===== config.mk =====
export PLATFORM = sky130hd
export DESIGN_NAME = pdq_mod_unit
export DESIGN_NICKNAME = d
export VERILOG_FILES = /design/src/hw/rtl/pdq_pkg.sv /design/src/hw/rtl/pdq_mod_unit.sv
export SDC_FILE = /design/constraint.sdc
export NUM_CORES = 1
export LEC_CHECK = 0
export ABC_AREA = 1
export BUFFER_PORTS_ARGS = -buffer_cell sky130_fd_sc_hd__buf_2
export CAP_MARGIN = 20
export CORE_UTILIZATION = 61
export DETAILED_ROUTE_END_ITERATION = 12
export PLACE_DENSITY_LB_ADDON = 0.2
export SLEW_MARGIN = 5
export SYNTH_ARGS = -nofsm -noshare
export SYNTH_HDL_FRONTEND = slang
export SYNTH_SLANG_ARGS = --single-unit

===== constraint.sdc =====
create_clock -name clk -period 3.15 [get_ports clk]
set_input_delay 0.4725 -clock clk [delete_from_list [all_inputs] [get_ports clk]]
set_output_delay 0.4725 -clock clk [all_outputs]
set_load 0.02 [all_outputs]

===== src/hw/rtl/pdq_pkg.sv =====
// Package for the packet delay queue: sizes, codes, payload structs and
// small helper functions. Used by pdq_mod_unit and packet_delay_queue.
`default_nettype none

package pdq_pkg;

  localparam int CAPACITY    = 2048;
  localparam int PTR_W       = $clog2(CAPACITY);
  localparam int CNT_W       = 12;
  localparam int HANDLE_BITS = 16;
  localparam int TIME_W      = 32;
  localparam int DLY_W       = 14;
  localparam int BATCH_W     = 12;
  localparam int LFSR_W      = 16;
  localparam int STEP_W      = $clog2(LFSR_W);
  localparam int CFG_IDX_W   = 3;
  localparam int CFG_DATA_W  = 16;

  localparam logic [DLY_W-1:0]   DELAY_LIMIT   = DLY_W'(15000);
  localparam logic [DLY_W-1:0]   DELAY_DEFAULT = DLY_W'(50);
  localparam logic [BATCH_W-1:0] BATCH_DEFAULT = BATCH_W'(800);
  localparam logic [LFSR_W-1:0]  LFSR_TAPS     = 16'hB400;
  localparam logic [LFSR_W-1:0]  SEED_DEFAULT  = LFSR_W'(1);

  typedef enum logic [1:0] {
    OP_ARRIVE = 2'd0,
    OP_POLL   = 2'd1,
    OP_CLOSE  = 2'd2,
    OP_RSVD   = 2'd3
  } op_t;

  typedef enum logic [2:0] {
    KIND_NONE  = 3'd0,
    KIND_PASS  = 3'd1,
    KIND_DUE   = 3'd2,
    KIND_FLUSH = 3'd3,
    KIND_DRAIN = 3'd4
  } kind_t;

  typedef enum logic [CFG_IDX_W-1:0] {
    REG_LAG_INBOUND  = 3'd0,
    REG_LAG_OUTBOUND = 3'd1,
    REG_FIXED_DELAY  = 3'd2,
    REG_RANGE_ENABLE = 3'd3,
    REG_RANGE_MIN    = 3'd4,
    REG_RANGE_MAX    = 3'd5,
    REG_FLUSH_BATCH  = 3'd6,
    REG_RANDOM_SEED  = 3'd7
  } reg_idx_t;

  typedef enum logic [1:0] {
    ST_IDLE,
    ST_FETCH,
    ST_MOD,
    ST_FINISH
  } state_t;

  typedef struct packed {
    logic [1:0]             operation;
    logic [HANDLE_BITS-1:0] packet_handle;
    logic                   is_outbound;
    logic [TIME_W-1:0]      now_ms;
  } in_req_t;

  typedef struct packed {
    logic [2:0]             result_kind;
    logic [HANDLE_BITS-1:0] out_handle;
    logic                   out_outbound;
    logic                   buffer_nonempty;
    logic [CNT_W-1:0]       buffer_count;
  } out_res_t;

  typedef struct packed {
    logic [HANDLE_BITS-1:0] handle;
    logic                   outbound;
    logic [TIME_W-1:0]      due;
  } entry_t;

  typedef struct packed {
    logic              start;
    logic [LFSR_W-1:0] dividend;
    logic [DLY_W-1:0]  divisor;
  } mod_req_t;

  function automatic logic [DLY_W-1:0] clamp_delay(input logic [DLY_W-1:0] v);
    return (v > DELAY_LIMIT) ? DELAY_LIMIT : v;
  endfunction

  // Galois LFSR, shifting right
  function automatic logic [LFSR_W-1:0] lfsr_next(input logic [LFSR_W-1:0] v);
    logic [LFSR_W-1:0] n;
    n = v >> 1;
    if (v[0]) begin
      n = n ^ LFSR_TAPS;
    end
    return n;
  endfunction

endpackage

`default_nettype wire


===== src/hw/rtl/pdq_mod_unit.sv =====
// Restoring remainder unit: one dividend bit per cycle, over all LFSR_W dividend bits.
// Depends on pdq_pkg for widths and the request struct.
`default_nettype none

module pdq_mod_unit (
  input  wire                          clk,
  input  wire                          rst_n,
  input  wire pdq_pkg::mod_req_t       req,
  output logic                         done,
  output logic [pdq_pkg::DLY_W-1:0]    rem
);
  import pdq_pkg::*;

  logic              run_r;
  logic              done_r;
  logic [STEP_W-1:0] cnt_r;
  logic [LFSR_W-1:0] dvd_r;
  logic [DLY_W-1:0]  div_r;
  logic [DLY_W-1:0]  rem_r;
  logic [DLY_W-1:0]  rem_nxt;
  logic [DLY_W:0]    trial;

  // Shift in the next dividend bit and subtract when it fits
  always_comb begin
    trial = {rem_r, dvd_r[LFSR_W-1]};
    if (trial >= {1'b0, div_r}) begin
      rem_nxt = DLY_W'(trial - {1'b0, div_r});
    end else begin
      rem_nxt = trial[DLY_W-1:0];
    end
  end

  always_ff @(posedge clk) begin
    if (!rst_n) begin
      run_r  <= 1'b0;
      done_r <= 1'b0;
      cnt_r  <= '0;
    end else begin
      done_r <= 1'b0;
      if (req.start) begin
        run_r <= 1'b1;
        cnt_r <= '0;
      end else if (run_r) begin
        cnt_r <= cnt_r + 1'b1;
        if (cnt_r == STEP_W'(LFSR_W - 1)) begin
          run_r  <= 1'b0;
          done_r <= 1'b1;
        end
      end
    end
  end

  always_ff @(posedge clk) begin
    if (req.start) begin
      dvd_r <= req.dividend;
      div_r <= req.divisor;
      rem_r <= '0;
    end else if (run_r) begin
      dvd_r <= {dvd_r[LFSR_W-2:0], 1'b0};
      rem_r <= rem_nxt;
    end
  end

  assign done = done_r;
  assign rem  = rem_r;

endmodule

`default_nettype wire


## Yosys cells after proc, flatten, opt, wreduce, memory -nomap -nowiden

Cells that the tools add are included.

- Bits in registers: 50
- Output and inout port bits: 15
- Word-level logic and storage cells: 22

- $add $sub $neg: 2
- Order comparisons: 1
- Eq/ne operators: 1
- Mux-type cells: 7
- Bitwise gates (word level): 2
- Reductions and logical operators: 3

Operators by type and width:

| operator | count |
|---|---|
| 16-bit 2-to-1 mux | 2 |
| 15-bit by 14-bit >= comparator with 1-bit output | 1 |
| 14-bit 2-to-1 mux | 1 |
| 14-bit subtractor | 1 |
| 4-bit by 1-bit adder with 4-bit output (second input constant) | 1 |
| 4-bit == test (second input constant) | 1 |
| 1-bit 2-to-1 mux | 4 |
| 3-bit OR reduction | 1 |
| 1-bit inverter | 2 |
| 2-bit nonzero test | 1 |
| 2-bit OR reduction | 1 |

## Logic depth before layout (Yosys ltp)

- Depth in word-level cells: 4
- Gate-level depth with buffers: 14
- Mapped depth without buffers: 13

## Worst setup path after synthesis

Ideal clock, no wire load.

- Path type: flip-flop to flip-flop
- From: register rem_r[4], in the netlist rem[4]
- To: register rem_r[1], in the netlist rem[1]
- Setup time: 112 ps
- Arrival: 1759 ps
- Required time: 3038 ps
- Slack: 1279 ps
- Cell stages (with the launch flop): 13
- Path buffers: 1
- Cells stage by stage: dfxtp_1 -> ha_1 -> nand2_1 -> inv_1 -> a21oi_1 -> nand2_2 -> nand2_2 -> nand3_4 -> buf_8 -> nor2_2 -> nor2_1 -> nand2_1 -> nand2_1

- Cells in the longest elaborated chain, start to end: 2

Ends and longest elaborated chain:

| what | RTL line | source |
|---|---|---|
| from (decl) | pdq_mod_unit.sv:19 | `logic [DLY_W-1:0] rem_r;` |
| from (signal assigned) | pdq_mod_unit.sv:60 | `rem_r <= rem_nxt;` |
| 15-bit by 14-bit >= comparator with 1-bit output | pdq_mod_unit.sv:26 | `if (trial >= {1'b0, div_r}) begin` |
| 14-bit 2-to-1 mux | pdq_mod_unit.sv:26 |  |

Every way passes these cells.
A chain may end at the register's enable or synchronous reset.

## Worst setup path in the final report

- From: register div_r[9]
- To: register rem_r[9], in the netlist rem[9]

- Cells in the longest elaborated chain, start to end: 2

Ends and longest elaborated chain:

| what | RTL line | source |
|---|---|---|
| from (decl) | pdq_mod_unit.sv:18 | `logic [DLY_W-1:0] div_r;` |
| from (signal assigned) | pdq_mod_unit.sv:56 | `div_r <= req.divisor;` |
| 14-bit subtractor / 15-bit by 14-bit >= comparator with 1-bit output (equally long branches) | pdq_mod_unit.sv:27, pdq_mod_unit.sv:26 |  |
| 14-bit 2-to-1 mux * | pdq_mod_unit.sv:26 |  |

Mark *: on every way between the ends. The rest lies on a longest branch, timed or not.

==> run summary <==
multi-input logic area - 1390 sq um
ANT nets after route - 0
pre-CTS setup slack - 0.992 ns
Layout area overhead - 13.8%
HPWL Detailed - 4250 um
Clock Skew - 0.00851 ns
Power Dens Cells - 443 nW/um^2
critical path type - register to register
Placed Cells - 470
crit path time final - 2.12 ns
Max Fclk - 0.472 GHz
drt via density - 5.18
flops & latches, synth - 50
Mapped Cells - 376
CTS Buffer Depth - 2
initial antenna violation count - 0
CP Launch Type - register
Slew headroom - 0.572
die width - 71.2 um
synth warn - 0
first-pass GRT wire length - 9710 um
Hold/Removal Path Class - primary input to register
largest net degree at the start of global routing - 34
Max Slew Vio Count - 0
Mapped Area - 2920 sq um
Chip Height - 71.2 um
die area - 5070 sq um
worst vdd ir - 342 uV
Post-Layout Cell Count - 478
nets - 474
ys async rst share - 0
Total Power - 1.47 mW
worst slew pin tran - 0.643 ns
Initial Utilization - 0.653
# hold bufs at CTS - 0
DR iter-0 viols - 128
top cell type's share of synthesized area - 0.308
CP Capture Type - register
io pins - 48
worst path arrival time - 2.33 ns
drt first pass iters - 9
Synth area leader - edfxtp_1
Mapped Nets - 425
CTS tree - done
Clk pin slew, worst setup/hold paths - 0.09 ns
Via Count - 2475
largest cells by area after synthesis - edfxtp_1 31%, nand2_1 18%, dfxtp_1 14%, ha_1 6.4%, inv_1 6.4%
Filler cells - 344
Critical Path RT - 3.37 ns
sequential share of the synthesized area - 0.445
Synth Flop Type - edfxtp_1
WL final - 5850 um
final setup violating endpoints - 0
top-count cell post-synth - nand2_1
gr usage total - 0.246
synth cell count leaders - 138 x nand2_1, 50 x inv_1, 30 x edfxtp_1, 28 x nor2_1, 22 x nand3_1
DRC violations left - 2
RePlAce Congestion - 0.895
setup ws final - 1.03 ns
status - finished with violations
Reg area - 1300 sq um
Cell Rows - 24
total grt overflow - 0
Placeable Area - 4470 sq um
layout cells sized above 1 - 0.185
Sink Count - 50
Final period util - 0.672
number of flops mapped to enable cells by yosys - 30
post-synthesis cell type count - 32
syn_area_per_cell - 7.77 sq um
Post-CTS Setup Inserts - 0
static leakage - 1.66 nW
antenna cells - 0
final hold vios - 0
WL/cell - 12.2 um
violations in the final reports - design-rule violations
vias in the first global route - 2322
fin util - 0.744
MaxCap Viol Count - 0
TritonCTS Buffers - 5
cts repair resizes - 0
Clock Latency Late Sink - 0.31 ns
hold_ws - 0.330 ns
H-tree level count - 2
worst-path fanout max - 25
setup_tns - 0 ns
post-layout instance area - 3330 sq um
RSZ-0062 raised after global routing - no
clock root cell - clkbuf_8
dpl cell area - 3190 sq um
Port Buffers - 47
-- cell families after synthesis --
kind of cell | synth area share
AO/OA/AOI/OAI | 0.0445
XOR/XNOR | 0.0210
adder cells (fa/ha/maj) | 0.0711
buffers and inverters | 0.0809
flip-flops | 0.445
AND/OR/NAND/NOR | 0.337
-- worst max-delay path, stage by stage, from the launching register on --
cell and delay, ns:
edfxtp_1 0.39, inv_1 0.08, ha_1 0.30, nand2_2 0.13, inv_1 0.05, nand2_1 0.07, nand2_1 0.10, a21oi_4 0.21
nand3_4 0.31, nor2_1 0.19, nor2_1 0.07, nand2_1 0.07, nand2_1 0.05
-- worst paths after layout --
kind	startpoint	endpoint	slack, ns	cells after the start
max reg2reg	div_r[9]$_DFFE_PP_	rem[9]$_SDFFE_PP0P_	1.03	12
max	div_r[9]$_DFFE_PP_	rem[9]$_SDFFE_PP0P_	1.03	12
min reg2reg	rem[13]$_SDFFE_PP0P_	rem[13]$_SDFFE_PP0P_	0.49	2
min	req[10]	div_r[10]$_DFFE_PP_	0.33	1
-- layout by cell type, fill, tap and decap left out, types with 2 or more instances in the layout --
| cell type | synthesis | final |
|---|---|---|
| buf_2 | 0 | 47 |
| inv_1 | 50 | 50 |
| xnor2_1 | 4 | 4 |
| nor2_2 | 11 | 11 |
| nand2_1 | 138 | 138 |
| nand2_2 | 7 | 7 |
| nor3_1 | 4 | 4 |
| xor2_1 | 3 | 3 |
| o21ai_0 | 2 | 2 |
| and2_1 | 2 | 2 |
| nand3_1 | 22 | 22 |
| clkinv_1 | 2 | 2 |
| edfxtp_1 | 30 | 30 |
| nor2_1 | 28 | 28 |
| a21oi_1 | 11 | 11 |
| dfxtp_1 | 20 | 20 |
| o21a_1 | 2 | 2 |
| bufinv_16 | 0 | 2 |
| o21ai_1 | 2 | 2 |
| ha_1 | 15 | 15 |
| nand4_1 | 7 | 7 |
| clkbuf_8 | 0 | 5 |
-- state kept, by name, indices dropped and copies added, names as in the netlist --
signal and flops:
run_r 1, done 1, rem 14, dvd_r 16, cnt_r 4, div_r 14
-- final cells by class --
type | count | share of cell area
clock inverters | 3 | 0.0207
flip-flops and latches | 50 | 0.391
multi-input cells | 268 | 0.416
well taps | 52 | 0.0196
clock buffers | 5 | 0.0207
repair buffers | 48 | 0.0730
inverters | 52 | 0.0587
-- routing by layer --
metal  share of wire  routed length (um)  up-vias  GRT usage
li1                -                   -     1293          -
met1            0.43                2510     1092      0.296
met2            0.50                2950       80      0.429
met3           0.050                 293       10     0.0520
met4           0.018                 103        0      0.107
met5               0                   0        -          0
-- report_power, final --
part           switching, mW  total, mW  internal (mW)
clock network          0.221      0.539          0.318
registers             0.0141      0.752          0.738
logic                  0.115      0.181         0.0662
(Power assumes the default switching activity.)
